[config.mk]
export PLATFORM = sky130hd
export DESIGN_NAME = fifo_write_back_block_cache_tags_top
export DESIGN_NICKNAME = d
export VERILOG_FILES = /design/src/fwbc_pkg.sv /design/src/fwbc_match.sv /design/src/fifo_write_back_block_cache_tags_top.sv
export SDC_FILE = /design/constraint.sdc
export NUM_CORES = 1
export LEC_CHECK = 0
export BUFFER_PORTS_ARGS = -buffer_cell sky130_fd_sc_hd__buf_2
export CAP_MARGIN = 5
export CORE_ASPECT_RATIO = 0.75
export CORE_MARGIN = 2
export CORE_UTILIZATION = 45
export CTS_CLUSTER_SIZE = 24
export DETAILED_ROUTE_END_ITERATION = 6
export PLACE_DENSITY = 0.69
export SYNTH_ARGS = -nofsm -noshare
export SYNTH_HDL_FRONTEND = slang
export SYNTH_SLANG_ARGS = --single-unit
[constraint.sdc]
create_clock -name i_clk -period 6.6 [get_ports i_clk]
set_clock_uncertainty 0.15 [all_clocks]
set_input_delay 0.99 -clock i_clk [delete_from_list [all_inputs] [get_ports i_clk]]
set_output_delay 0.99 -clock i_clk [all_outputs]
set_load 0.1 [all_outputs]
[src/fwbc_pkg.sv]
`default_nettype none

package fwbc_pkg;

    localparam int SLOT_COUNT        = 16;
    localparam int BLOCK_NUMBER_BITS = 16;
    localparam int SLOT_IDX_W        = $clog2(SLOT_COUNT);
    localparam int CNT_W             = $clog2(SLOT_COUNT + 1);
    localparam int CFG_W             = 5;
    localparam int MODE_W            = 2;
    localparam int BLOCK_PORT_W      = 16;
    localparam int SLOT_PORT_W       = 4;

    typedef logic [BLOCK_NUMBER_BITS-1:0] t_tag;
    typedef logic [SLOT_IDX_W-1:0]        t_slot;
    typedef logic [CNT_W-1:0]             t_cnt;

    typedef enum logic [MODE_W-1:0] {
        MODE_LOOKUP = 2'd0,
        MODE_WRITE  = 2'd1,
        MODE_FILL   = 2'd2,
        MODE_MARK   = 2'd3
    } t_mode;

    typedef struct packed {
        logic                  found;
        t_slot                 low;
        t_slot                 high;
        logic [SLOT_COUNT-1:0] hits;
    } t_match;

endpackage

`default_nettype wire

[src/fwbc_match.sv]
`default_nettype none

module fwbc_match (
    input  wire logic [fwbc_pkg::SLOT_COUNT-1:0] i_valid,
    input  wire fwbc_pkg::t_tag                  i_tags [fwbc_pkg::SLOT_COUNT],
    input  wire fwbc_pkg::t_cnt                  i_live_cnt,
    input  wire fwbc_pkg::t_tag                  i_tag,
    output fwbc_pkg::t_match                     o_match
);
    import fwbc_pkg::*;

    logic [SLOT_COUNT-1:0] hits;
    t_slot                 low;
    t_slot                 high;

    // parallel compare over active slots
    always_comb begin
        for (int i = 0; i < SLOT_COUNT; i++) begin
            hits[i] = i_valid[i] && (i_tags[i] == i_tag) && (CNT_W'(i) < i_live_cnt);
        end
    end

    always_comb begin
        low  = '0;
        high = '0;
        for (int i = SLOT_COUNT - 1; i >= 0; i--) begin
            if (hits[i]) begin
                low = SLOT_IDX_W'(i);
            end
        end
        for (int i = 0; i < SLOT_COUNT; i++) begin
            if (hits[i]) begin
                high = SLOT_IDX_W'(i);
            end
        end
    end

    assign o_match.found = |hits;
    assign o_match.low   = low;
    assign o_match.high  = high;
    assign o_match.hits  = hits;

endmodule

`default_nettype wire

[src/fifo_write_back_block_cache_tags_top.sv]
// a request is held in the request register, then its result in the result register, o_done for one cycle
// throughput: one request per cycle, busy stays low; tags are compared in parallel
//   and the slot state is updated in the same cycle as the result register
// the receiver cannot stall; results are never held back
// reset (synchronous, active low): all slots empty and clean, insert pointer 0,
//   not wrapped, active_slots 16; no clearing pass
`default_nettype none

module fifo_write_back_block_cache_tags_top (
    input  wire logic                              i_clk,
    input  wire logic                              i_rst_n,
    input  wire logic                              i_cfg_we,
    input  wire logic [fwbc_pkg::CFG_W-1:0]        i_cfg_data,
    input  wire logic                              start,
    output logic                                   busy,
    input  wire logic [fwbc_pkg::MODE_W-1:0]       i_mode,
    input  wire logic [fwbc_pkg::BLOCK_PORT_W-1:0] i_block_number,
    output logic                                   o_done,
    output logic                                   o_hit,
    output logic [fwbc_pkg::SLOT_PORT_W-1:0]       o_slot,
    output logic                                   o_evict_valid,
    output logic [fwbc_pkg::BLOCK_PORT_W-1:0]      o_evict_block
);
    import fwbc_pkg::*;

    // configuration
    logic [CFG_W-1:0]      r_active;

    // request register
    logic                  r_req_valid;
    t_mode                 r_mode;
    logic [BLOCK_PORT_W-1:0] r_block;

    // slot state
    logic [SLOT_COUNT-1:0] r_slot_valid;
    logic [SLOT_COUNT-1:0] r_slot_dirty;
    t_tag                  r_slot_tag [SLOT_COUNT];
    t_slot                 r_ptr;
    logic                  r_wrapped;

    // result register
    logic                  r_done;
    logic                  r_hit;
    t_slot                 r_slot;
    logic                  r_ev;
    t_tag                  r_ev_blk;

    t_cnt                  live_cnt;
    t_tag                  req_tag;
    t_match                match;

    t_slot                 n_slot;
    logic                  n_ev;
    t_tag                  n_ev_blk;
    logic                  n_take;
    logic                  n_mark;
    logic                  n_advance;
    t_slot                 n_ptr;
    logic                  n_wrapped;

    assign busy = 1'b0;

    always_comb begin
        if (r_active == '0) begin
            live_cnt = CNT_W'(1);
        end else if (r_active > CFG_W'(SLOT_COUNT)) begin
            live_cnt = CNT_W'(SLOT_COUNT);
        end else begin
            live_cnt = CNT_W'(r_active);
        end
    end

    assign req_tag = r_block[BLOCK_NUMBER_BITS-1:0];

    fwbc_match u_match (
        .i_valid    (r_slot_valid),
        .i_tags     (r_slot_tag),
        .i_live_cnt (live_cnt),
        .i_tag      (req_tag),
        .o_match    (match)
    );

    always_comb begin
        n_slot    = '0;
        n_ev      = 1'b0;
        n_ev_blk  = '0;
        n_take    = 1'b0;
        n_mark    = 1'b0;
        n_advance = 1'b0;
        unique case (r_mode) inside
            MODE_LOOKUP: begin
                n_slot = match.found ? match.low : '0;
            end
            MODE_MARK: begin
                n_slot = match.found ? match.low : '0;
                n_mark = r_req_valid;
            end
            MODE_WRITE, MODE_FILL: begin
                n_take    = r_req_valid;
                n_advance = r_req_valid;
                if (r_mode == MODE_WRITE && match.found) begin
                    n_slot = match.high;
                end else begin
                    n_slot = r_ptr;
                    if (r_wrapped && r_slot_dirty[r_ptr]) begin
                        n_ev     = 1'b1;
                        n_ev_blk = r_slot_tag[r_ptr];
                    end
                end
            end
            default: begin
                n_slot = '0;
            end
        endcase
    end

    // fifo insert pointer
    always_comb begin
        n_ptr     = r_ptr;
        n_wrapped = r_wrapped;
        if (n_advance) begin
            if ({1'b0, r_ptr} + CNT_W'(1) >= live_cnt) begin
                n_ptr     = '0;
                n_wrapped = 1'b1;
            end else begin
                n_ptr = r_ptr + SLOT_IDX_W'(1);
            end
        end
    end

    always_ff @(posedge i_clk) begin
        if (!i_rst_n) begin
            r_active     <= CFG_W'(SLOT_COUNT);
            r_req_valid  <= 1'b0;
            r_done       <= 1'b0;
            r_slot_valid <= '0;
            r_slot_dirty <= '0;
            r_ptr        <= '0;
            r_wrapped    <= 1'b0;
        end else begin
            if (i_cfg_we) begin
                r_active <= i_cfg_data;
            end
            r_req_valid <= start && !busy;
            r_done      <= r_req_valid;
            r_ptr       <= n_ptr;
            r_wrapped   <= n_wrapped;
            if (n_mark) begin
                r_slot_dirty <= r_slot_dirty | match.hits;
            end
            if (n_take) begin
                r_slot_valid[n_slot] <= 1'b1;
                r_slot_dirty[n_slot] <= (r_mode == MODE_WRITE);
            end
        end
    end

    always_ff @(posedge i_clk) begin
        if (start && !busy) begin
            r_mode  <= t_mode'(i_mode);
            r_block <= i_block_number;
        end
        if (n_take) begin
            r_slot_tag[n_slot] <= req_tag;
        end
        r_hit    <= match.found;
        r_slot   <= n_slot;
        r_ev     <= n_ev;
        r_ev_blk <= n_ev_blk;
    end

    assign o_done        = r_done;
    assign o_hit         = r_hit;
    assign o_slot        = SLOT_PORT_W'(r_slot);
    assign o_evict_valid = r_ev;
    assign o_evict_block = BLOCK_PORT_W'(r_ev_blk);

    // a request always yields a result on o_done, through the request and result registers
    a_req_done: assert property (@(posedge i_clk) disable iff (!i_rst_n)
        (start && !busy) |=> ##1 o_done)
        else $error("request without result");

    // dirty slots are always valid
    a_dirty_valid: assert property (@(posedge i_clk) disable iff (!i_rst_n)
        (r_slot_dirty & ~r_slot_valid) == '0)
        else $error("dirty slot not valid");

    // a victim only on write or fill after the pointer has wrapped
    a_ev_wrapped: assert property (@(posedge i_clk) disable iff (!i_rst_n)
        (r_req_valid && n_ev) |-> (r_wrapped && (r_mode == MODE_WRITE || r_mode == MODE_FILL)))
        else $error("victim without wrap");

    // no victim reported means a zero victim block
    a_ev_zero: assert property (@(posedge i_clk) disable iff (!i_rst_n)
        (o_done && !o_evict_valid) |-> (o_evict_block == '0))
        else $error("stale victim block");

    // the pointer stays inside the slot array
    a_ptr_range: assert property (@(posedge i_clk) disable iff (!i_rst_n)
        {1'b0, r_ptr} < CNT_W'(SLOT_COUNT))
        else $error("insert pointer out of range");

endmodule

`default_nettype wire

==> results of run 1 <==
[layer usage]
metal | routed length, microns | GRT usage | vias up
li1 | - | - | 4461
met1 | 21100 | 0.377 | 5283
met2 | 20400 | 0.364 | 504
met3 | 4670 | 0.0604 | 59
met4 | 850 | 0.0515 | 0
met5 | 0 | 0 | -
[per-stage QoR]
step | setup WS (ps) | total power [uW] | instances | util | cell area [sq um]
2_1_floorplan | 2380 | 2700 | 1144 | - | 16500
3_3_place_gp | 1230 | 2830 | 1633 | 0.481 | 17300
3_5_place_dp | 1210 | 2830 | 1633 | 0.481 | 17300
4_1_cts | 1190 | 4850 | 1697 | 0.513 | 18500
5_1_grt | 862 | 4960 | 1697 | 0.513 | 18500
6_report | 1140 | 4820 | 1698 | 0.513 | 18500
[path summary, 6_finish.rpt]
path	slack, ps	end	cells past startpoint
worst max register to register	1140	r_slot_tag[20]	12
worst min-delay path	310	r_slot_valid[10]	2
worst max-delay path	1140	r_slot_tag[20]	12
worst min register to register	310	r_slot_valid[10]	2
[flip-flops by register name, indices dropped and copies added (netlist names)]
name and count:
r_slot_tag 256, o_evict_block 16, r_block 16, r_slot_dirty 16, r_slot_valid 16, r_active 5, o_slot 4, r_ptr 4
r_mode 2, o_done 1, o_evict_valid 1, o_hit 1, r_req_valid 1, r_wrapped 1
[report_power, final]
| group | internal [uW] | switching, uW | total, uW |
|---|---|---|---|
| clock network | 1170 | 858 | 2030 |
| logic | 152 | 208 | 359 |
| registers | 2350 | 81.9 | 2430 |
| total | 3670 | 1150 | 4820 |
[cell families after synthesis]
| family | Yosys count |
|---|---|
| AO/OA/AOI/OAI | 98 |
| other | 1 |
| XOR/XNOR | 261 |
| flip-flops | 340 |
| multiplexers | 97 |
| adder cells (fa/ha/maj) | 8 |
| buffers and inverters | 79 |
| AND/OR/NAND/NOR | 260 |
[synth_stat cells (7+ instances only)]
master    count  share of area
nor2_1       41         0.0093
nand2b_1      9         0.0034
dfxtp_1      66          0.080
nand2_1      39         0.0089
and3_1       25         0.0095
clkbuf_1     23         0.0052
o21a_1       15         0.0068
nor3_1       13         0.0039
o21ai_0      18         0.0055
nand4_1      22         0.0083
buf_4        17         0.0077
ha_1          8         0.0061
a21oi_1      13         0.0039
mux2i_1      12         0.0073
nor2b_1       8         0.0030
buf_1         8         0.0018
xnor2_1      93          0.049
mux4_2       85           0.12
edfxtp_1    274           0.50
buf_2        21         0.0064
inv_1        10         0.0023
and2_1        7         0.0027
o211ai_1      8         0.0036
xor2_1      168          0.089
nor4_1       50          0.019
nand3_1      23         0.0070
[worst max-delay path: stages, from the launching register on]
cell and delay [ps]:
edfxtp_1 1020, buf_4 330, xor2_1 80, nor4_1 360, nand3_1 230, or4_1 740, nand4_1 250, nor4_1 150
o32ai_1 500, nand2b_1 260, nand2_1 140, or2_1 280, inv_1 570
[layout make-up]
cell class	instances	area (sq um)
clock inverter	16	145
tap	465	582
sequential	340	9560
timing repair buffer	93	576
antenna	1	2.50
multi-input combinational	725	6570
clock buffer	48	1020
inverter	10	37.5
fill	3004	17500
==> results_dict.tcl, run 1 <==
set metrics [dict create \
    status "finished, final reports clean" \
    async_reset_ff_frac 0 \
    grt_pass1_wl_microns 68800 \
    netlist_area_sq_um 16500 \
    timing.hold.ws_ps 313 \
    max_slew_margin 0.245 \
    synth_xor_area_frac 0.139 \
    synth_area_per_cell_sq_um 14.4 \
    cellPowerDensity_nw_per_um2 261 \
    worstPathArrival_ps 5460 \
    wl_per_cell_microns 27.7 \
    final_common_cell "edfxtp_1" \
    cts-root-buf "clkbuf_16" \
    coreArea_sq_um 36000 \
    synth.distinct_cells 58 \
    p_leak_uw 0.00624 \
    start_kind "register" \
    cts_buffers 36 \
    synth_fa_ha_area_frac 0.00607 \
    start_util 0.458 \
    yosysWarnings 0 \
    endpoint_kind "register" \
    drc 0 \
    clkSinkCount 340 \
    cts_max_level 2 \
    grt_max_degree 56 \
    layout_min_cycle_time_ps 5460 \
    synth-edff-count 274 \
    ys_ff_latch 340 \
    maxSlewViolCount 0 \
    firstDrtPassIters 7 \
    grtUsageTotal 0.249 \
    synth_top_family_by_area "XOR/XNOR gates" \
    cts_resized 0 \
    clock.fmax_mhz 183 \
    max-vdd-ir-drop_v 0.000214 \
    die_h_microns 170 \
    hold_viol_final 0 \
    rr_startpoint "r_block[6]" \
    cts_setup_buffers 0 \
    ys_seq_area_frac 0.579 \
    synthFlopType "edfxtp_1" \
    dieArea_sq_um 38200 \
    gp_congestion 0.967 \
    min_path_type "register to register" \
    overflow 0 \
    grt_pass1_vias 10038 \
    io_buffer_count 49 \
    synth_cells 1144 \
    crit_type "register to register" \
    critPathRequiredTime_ps 6600 \
    ctsHoldBuffers 0 \
    cp_max_fo 24 \
    drtAntennaViolNets 0 \
    rsz0062_at_grt "false" \
    dp_hpwl_microns 34200 \
    finalSetupViolations 0 \
    path_clk_slew_ps 60 \
    final_cell_mix "edfxtp_1, xor2_1, xnor2_1, mux4_2, dfxtp_1" \
    io_pins 51 \
    vias 10307 \
    yosys.area_share.simple 0.0863 \
    timing.final.crit_share 0.827 \
    cp-startpoint "r_block[6]" \
    tritoncts "built" \
    drive_above_1_share 0.203 \
    wirelength_microns 47000 \
    drtIter0Drc 1264 \
    clock_latency_ps 530 \
    synth_compound_area_frac 0.0435 \
    clockBufferDepth 3 \
    synthMuxAreaShare 0.123 \
    rows 60 \
    nets 1241 \
    worst_pin_slew_ps 1130 \
    tns_ps 0 \
    min_from "r_slot_valid[10]" \
    fp.dieW_microns 225 \
    maxCapViolCount 0 \
    vias_per_cell 6.07 \
    synth_nets 1179 \
    antenna_found_initial 5 \
    area_delta_synth_final_pct 12.0 \
]
No activity file was read; power rests on OpenSTA's default activity.
==> run 2: changes to the inputs <==
==> constraint.sdc (replaced) <==
create_clock -name i_clk -period 5.6 [get_ports i_clk]
set_clock_uncertainty 0.15 [all_clocks]
set_input_delay 0.84 -clock i_clk [delete_from_list [all_inputs] [get_ports i_clk]]
set_output_delay 0.84 -clock i_clk [all_outputs]
set_load 0.1 [all_outputs]
==> run 2 against run 1 <==
Compared with the run above:
- total power increased by 20%
- sequential share of layout area fell by 0.44 points
- clock power rose by 23%
- largest power group unchanged
==> results_dict.tcl, run 2 (synthesized netlist as in run 1, its figures left out) <==
set metrics [dict create \
    p_sw_uw 1360 \
    tritoncts "built" \
    rsz0062_at_grt "false" \
    dp.cells 1646 \
    io_buffer_count 49 \
    timing.final.crit_share 0.892 \
    overflow 0 \
    post-place-ws_ps 642 \
    gp_congestion 0.974 \
    cellPowerDensity_nw_per_um2 311 \
    p_leak_uw 0.00635 \
    maxSlewViolCount 0 \
    die_h_microns 170 \
    worst_pin_slew_ps 1150 \
    drive_above_1_share 0.211 \
    firstDrtPassIters 5 \
    antenna_found_initial 3 \
    crit_type "register to register" \
    cts-root-buf "clkbuf_16" \
    cts_max_level 2 \
    grt_pass1_wl_microns 67300 \
    clkPwrFrac 0.431 \
    clkSinkCount 340 \
    grt_max_degree 38 \
    largest_reg_flops 256 \
    worstPathArrival_ps 5060 \
    area_delta_synth_final_pct 13.0 \
    max_slew_margin 0.235 \
    wirelength_microns 46400 \
    power_uw 5800 \
    vias_per_cell 6.04 \
    critPathRequiredTime_ps 5670 \
    finalWorstSetupSlack_ps 602 \
    cp_max_fo 18 \
    ctsHoldBuffers 0 \
    dp_hpwl_microns 33800 \
    path_clk_slew_ps 60 \
    wl_per_cell_microns 27.2 \
    hold_viol_final 0 \
    tns_ps 0 \
    finalSetupViolations 0 \
    fp.dieW_microns 225 \
    diodes 0 \
    cts_resized 0 \
    grtUsageTotal 0.245 \
    drtAntennaViolNets 0 \
    dieArea_sq_um 38200 \
    clockBufferDepth 3 \
    start_util 0.458 \
    cts_buffers 36 \
    internal-power_uw 4440 \
    clock_latency_ps 550 \
    final_common_cell "edfxtp_1" \
    drtIter0Drc 1000 \
    vias 10308 \
    grt_pass1_vias 10087 \
    final_cell_mix "edfxtp_1, xor2_1, xnor2_1, mux4_2, dfxtp_1" \
    drc 0 \
    status "finished, final reports clean" \
    coreArea_sq_um 36000 \
    clock.fmax_mhz 200 \
    io_pins 51 \
    pwr-share-seq 0.490 \
    stdcell_count 1708 \
    p_sw_frac 0.235 \
    nets 1254 \
    regMostFlops "r_slot_tag" \
    cts_setup_buffers 0 \
    endpoint_kind "register" \
    start_kind "register" \
    min_path_type "register to register" \
    maxCapViolCount 0 \
    max-vdd-ir-drop_v 0.000317 \
    rows 60 \
    layout_min_cycle_time_ps 5000 \
    p_comb_frac 0.080 \
]
run 2: changes by cell type in the layout (fill, tap and decap cells not counted), sizes merged:
cell / previous run / this run
inv: 10 / 13
buf: 93 / 106
bufinv: 2 / 6
clkinvlp: 6 / 2
clkbuf: 48 / 39
clkinv: 8 / 12
diode: 1 / 0
run 2: final cells by class:
cell class,count,area (sq um)
inverters,10,37.5
multi-input cells,725,6570
fillers,3017,17400
repair buffers,106,698
clock buffers,39,933
flip-flops and latches,340,9560
clock inverters,23,272
well taps,465,582
run 2: final timing paths:
path / from / to / slack (ps) / cells after the start
worst min-delay path: r_slot_valid[14] / r_slot_valid[14] / 310 / 2
worst min register to register: r_slot_valid[14] / r_slot_valid[14] / 310 / 2
worst max register to register: r_block[6] / r_slot_tag[85] / 600 / 13
worst max-delay path: r_block[6] / r_slot_tag[85] / 600 / 13
run 2: critical path, cell delays in order (launching register included):
cell and delay, ps:
edfxtp_1 760, buf_4 390, xor2_1 110, nor4_1 340
nand3_1 190, nor4_2 760, o211ai_1 160, a31oi_1 240
o211ai_1 160, a311o_1 490, a21oi_2 310, nand3_1 230
inv_1 100, buf_4 270
run 2: power groups by stage:
stage / Combinational (uW) / Clock (uW) / Sequential, uW
6_report: 462 / 2500 / 2840
5_1_grt: 492 / 2620 / 2840
4_1_cts: 459 / 2530 / 2840
3_5_place_dp: 456 / 0 / 2890
3_3_place_gp: 455 / 0 / 2890
2_1_floorplan: 315 / 0 / 2870
run 2: per-layer routing:
metal,part of all wire,vias up,GRT usage
met1,0.43,5208,0.351
met3,0.11,68,0.0900
met5,0,-,0
met4,0.024,0,0.0700
li1,-,4500,-
met2,0.43,532,0.352
run 2: per-stage QoR:
step,util,hold WS (ps),instance area (sq um)
2_1_floorplan,-,282,16500
3_3_place_gp,0.484,290,17400
3_5_place_dp,0.484,298,17400
4_1_cts,0.518,297,18600
5_1_grt,0.518,306,18600
6_report,0.518,311,18600
==> run 3: changes to the inputs <==
--- a/config.mk
+++ b/config.mk
@@ -12,6 +12,7 @@
 export CORE_UTILIZATION = 45
 export CTS_CLUSTER_SIZE = 24
 export DETAILED_ROUTE_END_ITERATION = 6
+export GPL_ROUTABILITY_DRIVEN = 0
 export PLACE_DENSITY = 0.69
 export SYNTH_ARGS = -nofsm -noshare
 export SYNTH_HDL_FRONTEND = slang
==> constraint.sdc (replaced) <==
create_clock -name i_clk -period 5.5 [get_ports i_clk]
set_clock_uncertainty 0.15 [all_clocks]
set_input_delay 0.825 -clock i_clk [delete_from_list [all_inputs] [get_ports i_clk]]
set_output_delay 0.825 -clock i_clk [all_outputs]
set_load 0.1 [all_outputs]
==> run 3 against run 2 <==
Compared with the run above:
- sequential share of layout area up 0.052 points
- sequential power up 1%
- die area unchanged
- critical path depth down 1
- final cell count about the same
- highest routed layer unchanged
==> results_dict.tcl, run 3 (synthesized netlist as in run 1, its figures left out) <==
set metrics [dict create \
    start_util 0.458 \
    timing.final.crit_share 0.886 \
    post-place-ws_ps 709 \
    tns_ps 0 \
    cts-root-buf "clkbuf_16" \
    path_clk_slew_ps 60 \
    cts_buffers 35 \
    drc 0 \
    diodes 0 \
    layout_min_cycle_time_ps 4870 \
    largest_reg_flops 256 \
    critPathRequiredTime_ps 5570 \
    clock_latency_ps 550 \
    rsz0062_at_grt "false" \
    drtIter0Drc 1512 \
    regMostFlops "r_slot_tag" \
    worst_pin_slew_ps 1030 \
    status "finished, final reports clean" \
    min_delay_path_depth 1 \
    grt_max_degree 47 \
    grt_pass1_wl_microns 67200 \
    overflow 0 \
    finalWorstSetupSlack_ps 627 \
    final_cell_mix "edfxtp_1, xor2_1, xnor2_1, mux4_2, dfxtp_1" \
    dp_hpwl_microns 33300 \
    area_delta_synth_final_pct 12.9 \
    cts_setup_buffers 0 \
    cellPowerDensity_nw_per_um2 318 \
    fillers 3005 \
    grtUsageTotal 0.244 \
    fp.dieW_microns 225 \
    start_kind "register" \
    maxSlewViolCount 0 \
    vias_per_cell 6.08 \
    vias 10373 \
    dieArea_sq_um 38200 \
    firstDrtPassIters 7 \
    endpoint_kind "register" \
    clockBufferDepth 3 \
    nets 1250 \
    die_h_microns 170 \
    wl_per_cell_microns 27.1 \
    drive_above_1_share 0.208 \
    tritoncts "built" \
    crit_type "register to register" \
    drtAntennaViolNets 0 \
    io_pins 51 \
    max-vdd-ir-drop_v 0.000227 \
    final_common_cell "edfxtp_1" \
    finalSetupViolations 0 \
    cts_resized 0 \
    r2r_slack_ps 630 \
    clock.fmax_mhz 205 \
    cts_max_level 2 \
    ctsHoldBuffers 0 \
    coreArea_sq_um 36000 \
    clkSinkCount 340 \
    min_path_type "input pin to register" \
    p_leak_uw 0.00633 \
    io_buffer_count 49 \
    wirelength_microns 46200 \
    grt_pass1_vias 10106 \
    hold_viol_final 0 \
    reg2reg_depth 12 \
    antenna_found_initial 2 \
    maxCapViolCount 0 \
    cp_max_fo 19 \
    max_slew_margin 0.311 \
    rows 60 \
    worstPathArrival_ps 4940 \
]
run 3: cell types whose count changed in the layout (fill, tap and decap cells not counted), sizes merged:
cell,delta
inv,-2
clkbuf,+8
buf,-3
clkinv,-4
run 3: where the power goes:
| group | internal (uW) | switching [uW] |
|---|---|---|
| Clock | 1530 | 1030 |
| Combinational | 188 | 290 |
| Sequential | 2820 | 64.9 |
run 3: final timing paths:
| path | from | to |
|---|---|---|
| max reg2reg | r_block[7] | r_slot_tag[19] |
| min | i_block_number[10] | r_block[10] |
| max | r_block[7] | r_slot_tag[19] |
| min reg2reg | r_slot_valid[7] | r_slot_valid[7] |
run 3: layer usage:
metal / vias up / part of all wire / GRT usage / wire (microns)
li1: 4488 / - / - / -
met1: 5272 / 0.43 / 0.358 / 19900
met2: 546 / 0.44 / 0.360 / 20200
met3: 67 / 0.11 / 0.0675 / 5100
met4: 0 / 0.021 / 0.0613 / 978
met5: - / 0 / 0 / 0
run 3: worst max-delay path, stage by stage (launching register included):
cell	delay [ps]
edfxtp_1	890
buf_4	290
xor2_1	90
nor4_1	340
nand3_1	180
or4_1	730
nand4_1	230
o41ai_4	220
a311o_1	470
a21o_1	270
or2_1	310
inv_1	80
buf_4	270
run 3: cell type report:
class                   instances  area, sq um  area share
clock buffers                  47          972      0.0522
clock inverters                17          249      0.0134
inverters                      10         37.5     0.00201
multi-input cells             725         6570       0.353
flip-flops and latches        340         9560       0.513
well taps                     465          582      0.0312
repair buffers                103          663      0.0356
run 3: stage by stage:
stage	std cells	utilization	hold slack [ps]	instance area, sq um	total power [uW]
2_1_floorplan	1144	-	282	16500	3240
3_3_place_gp	1643	0.483	288	17400	3400
3_5_place_dp	1643	0.483	303	17400	3410
4_1_cts	1707	0.517	286	18600	5940
5_1_grt	1707	0.517	287	18600	6060
6_report	1707	0.517	300	18600	5920
